[config.mk]
export PLATFORM = sky130hd
export DESIGN_NAME = amas_scale
export DESIGN_NICKNAME = d
export VERILOG_FILES = /design/src/rtl/amas_pkg.sv /design/src/rtl/amas_scale.sv
export SDC_FILE = /design/constraint.sdc
export NUM_CORES = 2
export LEC_CHECK = 0
export BUFFER_PORTS_ARGS = -buffer_cell sky130_fd_sc_hd__clkbuf_2
export CAP_MARGIN = 10
export CORE_ASPECT_RATIO = 1.4
export CORE_MARGIN = 4
export CORE_UTILIZATION = 55
export DETAILED_ROUTE_END_ITERATION = 8
export PLACE_DENSITY = 0.8
export SETUP_SLACK_MARGIN = 0.1
export SYNTH_ARGS = -nofsm -noshare
export SYNTH_HDL_FRONTEND = slang
export SYNTH_SLANG_ARGS = --single-unit
[constraint.sdc]
create_clock -name clk_i -period 8.4 [get_ports clk_i]
set_clock_uncertainty 0.2 [all_clocks]
set_input_delay 0.84 -clock clk_i [delete_from_list [all_inputs] [get_ports clk_i]]
set_output_delay 0.84 -clock clk_i [all_outputs]
set_load 0.02 [all_outputs]
[src/rtl/amas_pkg.sv]
// Shared types and constants for the audio mix accumulate/saturate core.
// Depends on nothing; every other file of the core but amas_ram imports it.
package amas_pkg;

  // Field widths of the input and result words
  localparam int unsigned SLOT_W    = 9;
  localparam int unsigned SAMPLE_W  = 16;
  localparam int unsigned VOLUME_W  = 8;
  localparam int unsigned PAN_W     = 8;
  localparam int unsigned OUT_W     = 16;
  localparam int unsigned ACC_W     = 32;

  // Stream word widths (fields packed from bit 0, padded to bytes)
  localparam int unsigned IN_DATA_W  = 48;
  localparam int unsigned OUT_DATA_W = 32;

  // Datapath widths
  localparam int unsigned PROD_W = SAMPLE_W + VOLUME_W + 1; // signed sample * volume
  localparam int unsigned MAG1_W = SAMPLE_W + VOLUME_W;     // |sample * volume|
  localparam int unsigned SCL_W  = MAG1_W + 1;              // signed scaled sample
  localparam int unsigned WGT_W  = PAN_W;                   // signed pan weight
  localparam int unsigned T_W    = SCL_W + WGT_W;           // signed scaled * weight
  localparam int unsigned TMAG_W = 30;                      // |scaled * weight| < 2^30

  // Pan weight full scale and its exact reciprocal for the divide
  localparam int              PAN_FULL = 100;
  localparam int unsigned     PAN_L    = $clog2(PAN_FULL);
  localparam int unsigned     PAN_SH   = TMAG_W + PAN_L;
  localparam int unsigned     PAN_M_W  = TMAG_W + 1;
  localparam longint unsigned PAN_M    =
      ((64'd1 << PAN_SH) + 64'(PAN_FULL) - 64'd1) / 64'(PAN_FULL);

  // Saturation bounds of the drained sample
  localparam logic signed [ACC_W-1:0] OUT_MAX = 32'sd32767;
  localparam logic signed [ACC_W-1:0] OUT_MIN = -32'sd32768;

  typedef enum logic {
    OP_ACC   = 1'b0,
    OP_DRAIN = 1'b1
  } op_e;

  // Control that travels down the pipeline with each word
  typedef struct packed {
    logic              valid;
    op_e               op;
    logic [SLOT_W-1:0] slot;
    logic              in_range;
  } ctrl_t;

  // Word handed from the scaling pipeline to the accumulate stage
  typedef struct packed {
    ctrl_t                    ctrl;
    logic signed [SCL_W-1:0]  scaled;
  } item_t;

endpackage

[src/rtl/amas_scale.sv]
// Four-stage scaling pipeline: volume multiply, volume divide, pan weight
// multiply, pan divide. Divides use exact reciprocal multiplies. Uses amas_pkg.
module amas_scale
  import amas_pkg::*;
#(
  parameter int unsigned MIX_SLOTS   = 512,
  parameter int unsigned FULL_VOLUME = 100
) (
  input  logic                       clk_i,
  input  logic                       rst_ni,
  input  logic                       adv_i,
  input  logic                       in_valid_i,
  input  op_e                        in_op_i,
  input  logic [SLOT_W-1:0]          in_slot_i,
  input  logic signed [SAMPLE_W-1:0] in_sample_i,
  input  logic [VOLUME_W-1:0]        in_volume_i,
  input  logic signed [PAN_W-1:0]    in_pan_i,
  output item_t                      item_o
);

  // Exact reciprocal of the volume full scale for dividends below 2^MAG1_W
  localparam int unsigned     VOL_L   = $clog2(FULL_VOLUME);
  localparam int unsigned     VOL_SH  = MAG1_W + VOL_L;
  localparam int unsigned     VOL_M_W = MAG1_W + 1;
  localparam longint unsigned VOL_M   =
      ((64'd1 << VOL_SH) + 64'(FULL_VOLUME) - 64'd1) / 64'(FULL_VOLUME);
  localparam int unsigned     MUL1_W  = MAG1_W + VOL_M_W;
  localparam int unsigned     MUL2_W  = TMAG_W + PAN_M_W;

  ctrl_t c1_d, c1_q, c2_q, c3_q, c4_q;

  // Stage 1: clamp volume, multiply, derive pan weight
  logic [VOLUME_W-1:0]       vol_clamp;
  logic signed [PROD_W-1:0]  samp_ext, vol_ext, prod1_d, prod1_q;
  logic                      pan_neg, weigh;
  logic [PAN_W-1:0]          pan_mag;
  logic signed [WGT_W-1:0]   wgt1_d, wgt1_q, wgt2_q;

  always_comb begin
    vol_clamp = (in_volume_i > VOLUME_W'(FULL_VOLUME)) ? VOLUME_W'(FULL_VOLUME) : in_volume_i;
    samp_ext  = PROD_W'(in_sample_i);
    vol_ext   = signed'(PROD_W'(vol_clamp));
    prod1_d   = samp_ext * vol_ext;
    pan_neg   = in_pan_i[PAN_W-1];
    pan_mag   = pan_neg ? PAN_W'(-in_pan_i) : PAN_W'(in_pan_i);
    weigh     = (pan_neg && in_slot_i[0]) ||
                (!pan_neg && (in_pan_i != '0) && !in_slot_i[0]);
    wgt1_d    = weigh ? WGT_W'(PAN_FULL - int'(pan_mag)) : WGT_W'(PAN_FULL);
    c1_d.valid    = in_valid_i;
    c1_d.op       = in_op_i;
    c1_d.slot     = in_slot_i;
    c1_d.in_range = (32'(in_slot_i) < MIX_SLOTS);
  end

  // Stage 2: divide |product| by full volume
  logic                  neg1;
  logic [MAG1_W-1:0]     mag1, q2_d, q2_q;
  logic [MUL1_W-1:0]     mul1;
  logic                  neg2_q;

  always_comb begin
    neg1 = prod1_q[PROD_W-1];
    mag1 = neg1 ? MAG1_W'(-prod1_q) : MAG1_W'(prod1_q);
    mul1 = MUL1_W'(mag1) * MUL1_W'(VOL_M);
    q2_d = MAG1_W'(mul1 >> VOL_SH);
  end

  // Stage 3: restore sign, multiply by pan weight, take magnitude
  logic signed [SCL_W-1:0] q_ext, s3;
  logic signed [T_W-1:0]   s_wide, w_wide, t3, t3_abs;
  logic                    tneg_d, tneg_q;
  logic [TMAG_W-1:0]       tmag_d, tmag_q;

  always_comb begin
    q_ext  = signed'({1'b0, q2_q});
    s3     = neg2_q ? -q_ext : q_ext;
    s_wide = T_W'(s3);
    w_wide = T_W'(wgt2_q);
    t3     = s_wide * w_wide;
    tneg_d = t3[T_W-1];
    t3_abs = tneg_d ? -t3 : t3;
    tmag_d = t3_abs[TMAG_W-1:0];
  end

  // Stage 4: divide by pan full scale, restore sign
  logic [MUL2_W-1:0]       mul2;
  logic signed [SCL_W-1:0] u_ext, scaled_d, scaled_q;

  always_comb begin
    mul2     = MUL2_W'(tmag_q) * MUL2_W'(PAN_M);
    u_ext    = signed'({1'b0, MAG1_W'(mul2 >> PAN_SH)});
    scaled_d = tneg_q ? -u_ext : u_ext;
  end

  // Advance control down the pipeline
  always_ff @(posedge clk_i or negedge rst_ni) begin
    if (!rst_ni) begin
      c1_q <= '0;
      c2_q <= '0;
      c3_q <= '0;
      c4_q <= '0;
    end else if (adv_i) begin
      c1_q <= c1_d;
      c2_q <= c1_q;
      c3_q <= c2_q;
      c4_q <= c3_q;
    end
  end

  // Advance payload down the pipeline
  always_ff @(posedge clk_i) begin
    if (adv_i) begin
      prod1_q  <= prod1_d;
      wgt1_q   <= wgt1_d;
      q2_q     <= q2_d;
      neg2_q   <= neg1;
      wgt2_q   <= wgt1_q;
      tmag_q   <= tmag_d;
      tneg_q   <= tneg_d;
      scaled_q <= scaled_d;
    end
  end

  assign item_o.ctrl   = c4_q;
  assign item_o.scaled = scaled_q;

endmodule

==> flow_results.org <==
** Run status
- The run finished, with violations left.
- The checks that failed: setup timing.

** CTS
- TritonCTS built the clock tree.
- Clock network latency to the later pin of the worst-skew pair :: ~520 ps
- The tree built by TritonCTS fans out to ~160 sinks.
- Buffers inserted during clock tree synthesis total 17.
- After clock tree synthesis, the clock-pin slew on the worst setup and hold paths is 100 ps.
- Number of H-tree levels :: 4
- The clock passes through at most 2 buffers.
- After clock tree synthesis, the flow added hold-fix buffers numbering 0.
- The tree is rooted in a sky130_fd_sc_hd__clkbuf_16.

** Floorplan
- The die covers between 80000 and 90000 um2.
- For this configuration, the core starts out at a cell density of 0.556.
- During I/O placement, the number of pins put on the boundary was 83.
- Vertical die dimension :: between 300 and 400 um
- Row count :: 120
- Core region area :: between 70000 and 80000 um2
- Overall die width :: ~240 um

** Logic synthesis
- The cell count after synthesis came out at 4251.
- Ranking of synthesized cells by instance count :: sky130_fd_sc_hd__inv_1 (1224), sky130_fd_sc_hd__fa_1 (794), sky130_fd_sc_hd__ha_1 (714), sky130_fd_sc_hd__nand2_1 (196), sky130_fd_sc_hd__xnor2_1 (129)
- Main area contributors after synthesis :: sky130_fd_sc_hd__fa_1 (37%), sky130_fd_sc_hd__ha_1 (21%), sky130_fd_sc_hd__inv_1 (11%)
- After synthesis, the netlist uses about 80 different library cells.
- The share of synthesized area in the top cell type comes to 0.373.
- The synthesized netlist occupies a cell area of 42600 um2.
- Post-synthesis sequential area ratio :: 0.110
- For this run, asynchronously set or reset flops after synthesis account for 0.293.
- Cell with the most instances after synthesis :: sky130_fd_sc_hd__inv_1
- Of all cell types, the one taking the most synthesized area is sky130_fd_sc_hd__fa_1.
- Among all flip-flop cells after synthesis, the most frequent one is sky130_fd_sc_hd__edfxtp_1.
- Synthesis Warnings :: 0
- Post-synthesis average cell area :: between 10 and 15 um2
- Number of synthesized register bits :: around 160
- EDFF count, synth :: approximately 120

** Placed design
- Instance area after placement :: approximately 47000 um2
- Before CTS, the worst setup slack after placement is -616 ps.
- The HPWL after detailed placement is 94900 um.
- The count of buffers added on input and output ports is slightly above 80.
- In this run, placement finished with an instance count of 5730.
- Routability-driven placement finished with a final weighted congestion of slightly below 1.

** Setup path
- Data arrival time of the critical path :: 8800 ps
- The worst setup path is captured at a register.
- The worst setup path is launched from a register.
- CP peak stage delay :: about 630 ps
- Along the worst path, the maximum fanout reaches 6.
- Setup slack on the worst reg-to-reg path comes out at -340 ps.
- The number of cells on the worst reg-to-reg path is 25.
- The setup path with the least slack is of type register to register.
- Worst path top cell family by delay :: adder cells
- Most common cell on crit path :: sky130_fd_sc_hd__fa_2
- Data required time at the worst endpoint :: 8460 ps
- Among all stages on the critical path, the largest delay is contributed by sky130_fd_sc_hd__fa_2.
- Number of buffer and inverter stages on the critical path :: 4
- In this run the critical register-to-register path is captured at scaled_q[24].
- In this run the critical register-to-register path is launched from tmag_q[29].

** Final layout
- At the end of the flow, the number of nets in the layout was roughly 6300.
- Design area :: 49600 um2
- From synthesis to final layout, the design area changed by 16.4%.
- Count of non-filler cells in the finished layout :: ~5800
- Diode count :: 0
- Of the cells placed in the final design, the portion with a size suffix greater than 1 is 0.180.

** Route
- Summing over every cut layer, the via total after detailed routing is ~31000.
- First drt pass iteration count :: 5
- Antenna Nets Post-Route :: 0
- Wire length per cell :: ~19 um
- For this block, the routed nets add up to roughly 110000 um of wire.
- Dividing the detail-routed via count by the number of cells gives about 5.3.
- After detailed routing, the number of remaining DRC violations is 0.
- Initial DRC count :: 1511

** Timing
- In the finished design, the share of the clock period the worst path needs comes to 1.04.
- Final setup violation count :: 9
- For this run, the top clock speed supported by timing is 114 MHz.
- Max transition margin :: 0.281
- Adding up every negative setup slack in the final design gives -1450 ps.
- RSZ-0062 raised after global routing :: yes
- Pins Over Slew Limit :: 0
- Worst slew pin tran :: 1080 ps
- Counting I/O delays and the setup requirement, the final critical path takes between 8000 and 9000 ps.
- Setup slack on the critical path of the routed design comes to -340 ps.
- Final Hold Vio Count :: 0

** Min path
- The tightest min-delay check is of the input port to asynchronous set/reset pin type.

** GRT
- Wire length of the first global-routing pass :: approximately 180000 um
- Entering global routing, the biggest net connects 88 pins.
- GR Overflow Total :: 0
- Number of global-route vias before repair :: approximately 35000
- For this run, the total global-route usage over all layers was measured as 0.273.
- The initial antenna violation count came to 1.

** Job
- Max-cap check violation count :: 0
## how the worst max path moves through the flow
stage | startpoint | endpoint | slack (ps) | depth (start not counted)
3_5_place_dp | tmag_q[3] | scaled_q[24] | -620 | 27
2_1_floorplan | tmag_q[4] | scaled_q[24] | 100 | 24
5_1_grt | tmag_q[18] | scaled_q[24] | -520 | 31
6_report | tmag_q[29] | scaled_q[24] | -340 | 25
3_3_place_gp | tmag_q[3] | scaled_q[24] | -540 | 27
4_1_cts | tmag_q[4] | scaled_q[24] | -260 | 26
## sequential cells by signal, summed over array words and instances, names as in the netlist
signal,cells
q2_q,18
wgt1_q,8
c3_q,12
scaled_q,25
prod1_q,25
c2_q,12
neg2_q,1
item_o,12
c1_q,12
wgt2_q,8
tneg_q,1
tmag_q,30
## routing by layer
metal | vias to the layer above | track usage | part of all wire
met5 | - | 0 | 0.00012
met4 | 2 | 0.166 | 0.079
met3 | 395 | 0.0321 | 0.036
met2 | 889 | 0.529 | 0.55
met1 | 15529 | 0.277 | 0.34
li1 | 14237 | - | -
## metrics by stage
stage | utilization | hold slack (ps)
floorplan | - | 200
global placement | 0.617 | 203
detailed placement | 0.617 | 205
CTS | 0.636 | 219
global route | 0.647 | 229
finish | 0.647 | 214
## worst reg2reg max path: stages (launching register included)
cell	delay, ps
sky130_fd_sc_hd__edfxtp_1	440
sky130_fd_sc_hd__fa_2	630
sky130_fd_sc_hd__inv_2	50
sky130_fd_sc_hd__fa_2	450
sky130_fd_sc_hd__fa_2	560
sky130_fd_sc_hd__inv_2	40
sky130_fd_sc_hd__fa_2	530
sky130_fd_sc_hd__inv_2	40
sky130_fd_sc_hd__fa_2	530
sky130_fd_sc_hd__inv_2	40
sky130_fd_sc_hd__fa_2	360
sky130_fd_sc_hd__fa_1	510
sky130_fd_sc_hd__fa_1	540
sky130_fd_sc_hd__ha_4	310
sky130_fd_sc_hd__nand2_4	60
sky130_fd_sc_hd__nor4_4	300
sky130_fd_sc_hd__nand4_1	210
sky130_fd_sc_hd__o211ai_4	310
sky130_fd_sc_hd__o21ba_4	260
sky130_fd_sc_hd__nand4bb_1	160
sky130_fd_sc_hd__a21oi_2	100
sky130_fd_sc_hd__xnor2_2	150
sky130_fd_sc_hd__or3_4	410
sky130_fd_sc_hd__or4b_4	510
sky130_fd_sc_hd__or4_4	460
sky130_fd_sc_hd__o31a_1	320
## cell families (layout without fill, tap and decap cells)
| group | after synthesis | in the layout | share of synthesized area |
|---|---|---|---|
| adder cells (fa/ha/maj) | 1508 | 1508 | 0.582 |
| XOR/XNOR | 182 | 182 | 0.0374 |
| multiplexers | 52 | 52 | 0.0136 |
| AND/OR/NAND/NOR | 661 | 661 | 0.0819 |
| buffers and inverters | 1283 | 1810 | 0.113 |
| flip-flops | 164 | 164 | 0.110 |
| AO/OA/AOI/OAI | 399 | 399 | 0.0615 |
| other | 2 | 17 | 0.000176 |
## area by class of cell
class,instances,area [um2]
multi-input combinational,2819,34400
fill,5769,27100
sequential,164,4680
inverter,1224,4590
timing repair buffer,554,4040
tap,1037,1300
clock buffer,17,425
clock inverter,15,201
## placed cells by master, fill, tap and decap left out, drive strengths merged, types with 50 or more instances in the layout
cell / n
inv: 1232
fa: 794
ha: 714
buf: 473
nand2: 196
xnor2: 129
edfxtp: 116
nor2b: 107
a21oi: 105
clkbuf: 98
o21ai: 92
nor2: 62
and2: 58
xor2: 53
nand2b: 50
## timing repair
item                       in CTS  in global routing
hold endpoints to repair        0                  0
pin swaps                      66                103
setup endpoints to repair      26                 53
setup buffers                  48                 21
resized for setup             106                135
Power is left out: the tool's default activity adds up to more than one toggle a clock period on the data nets, which glitch-free logic cannot reach.
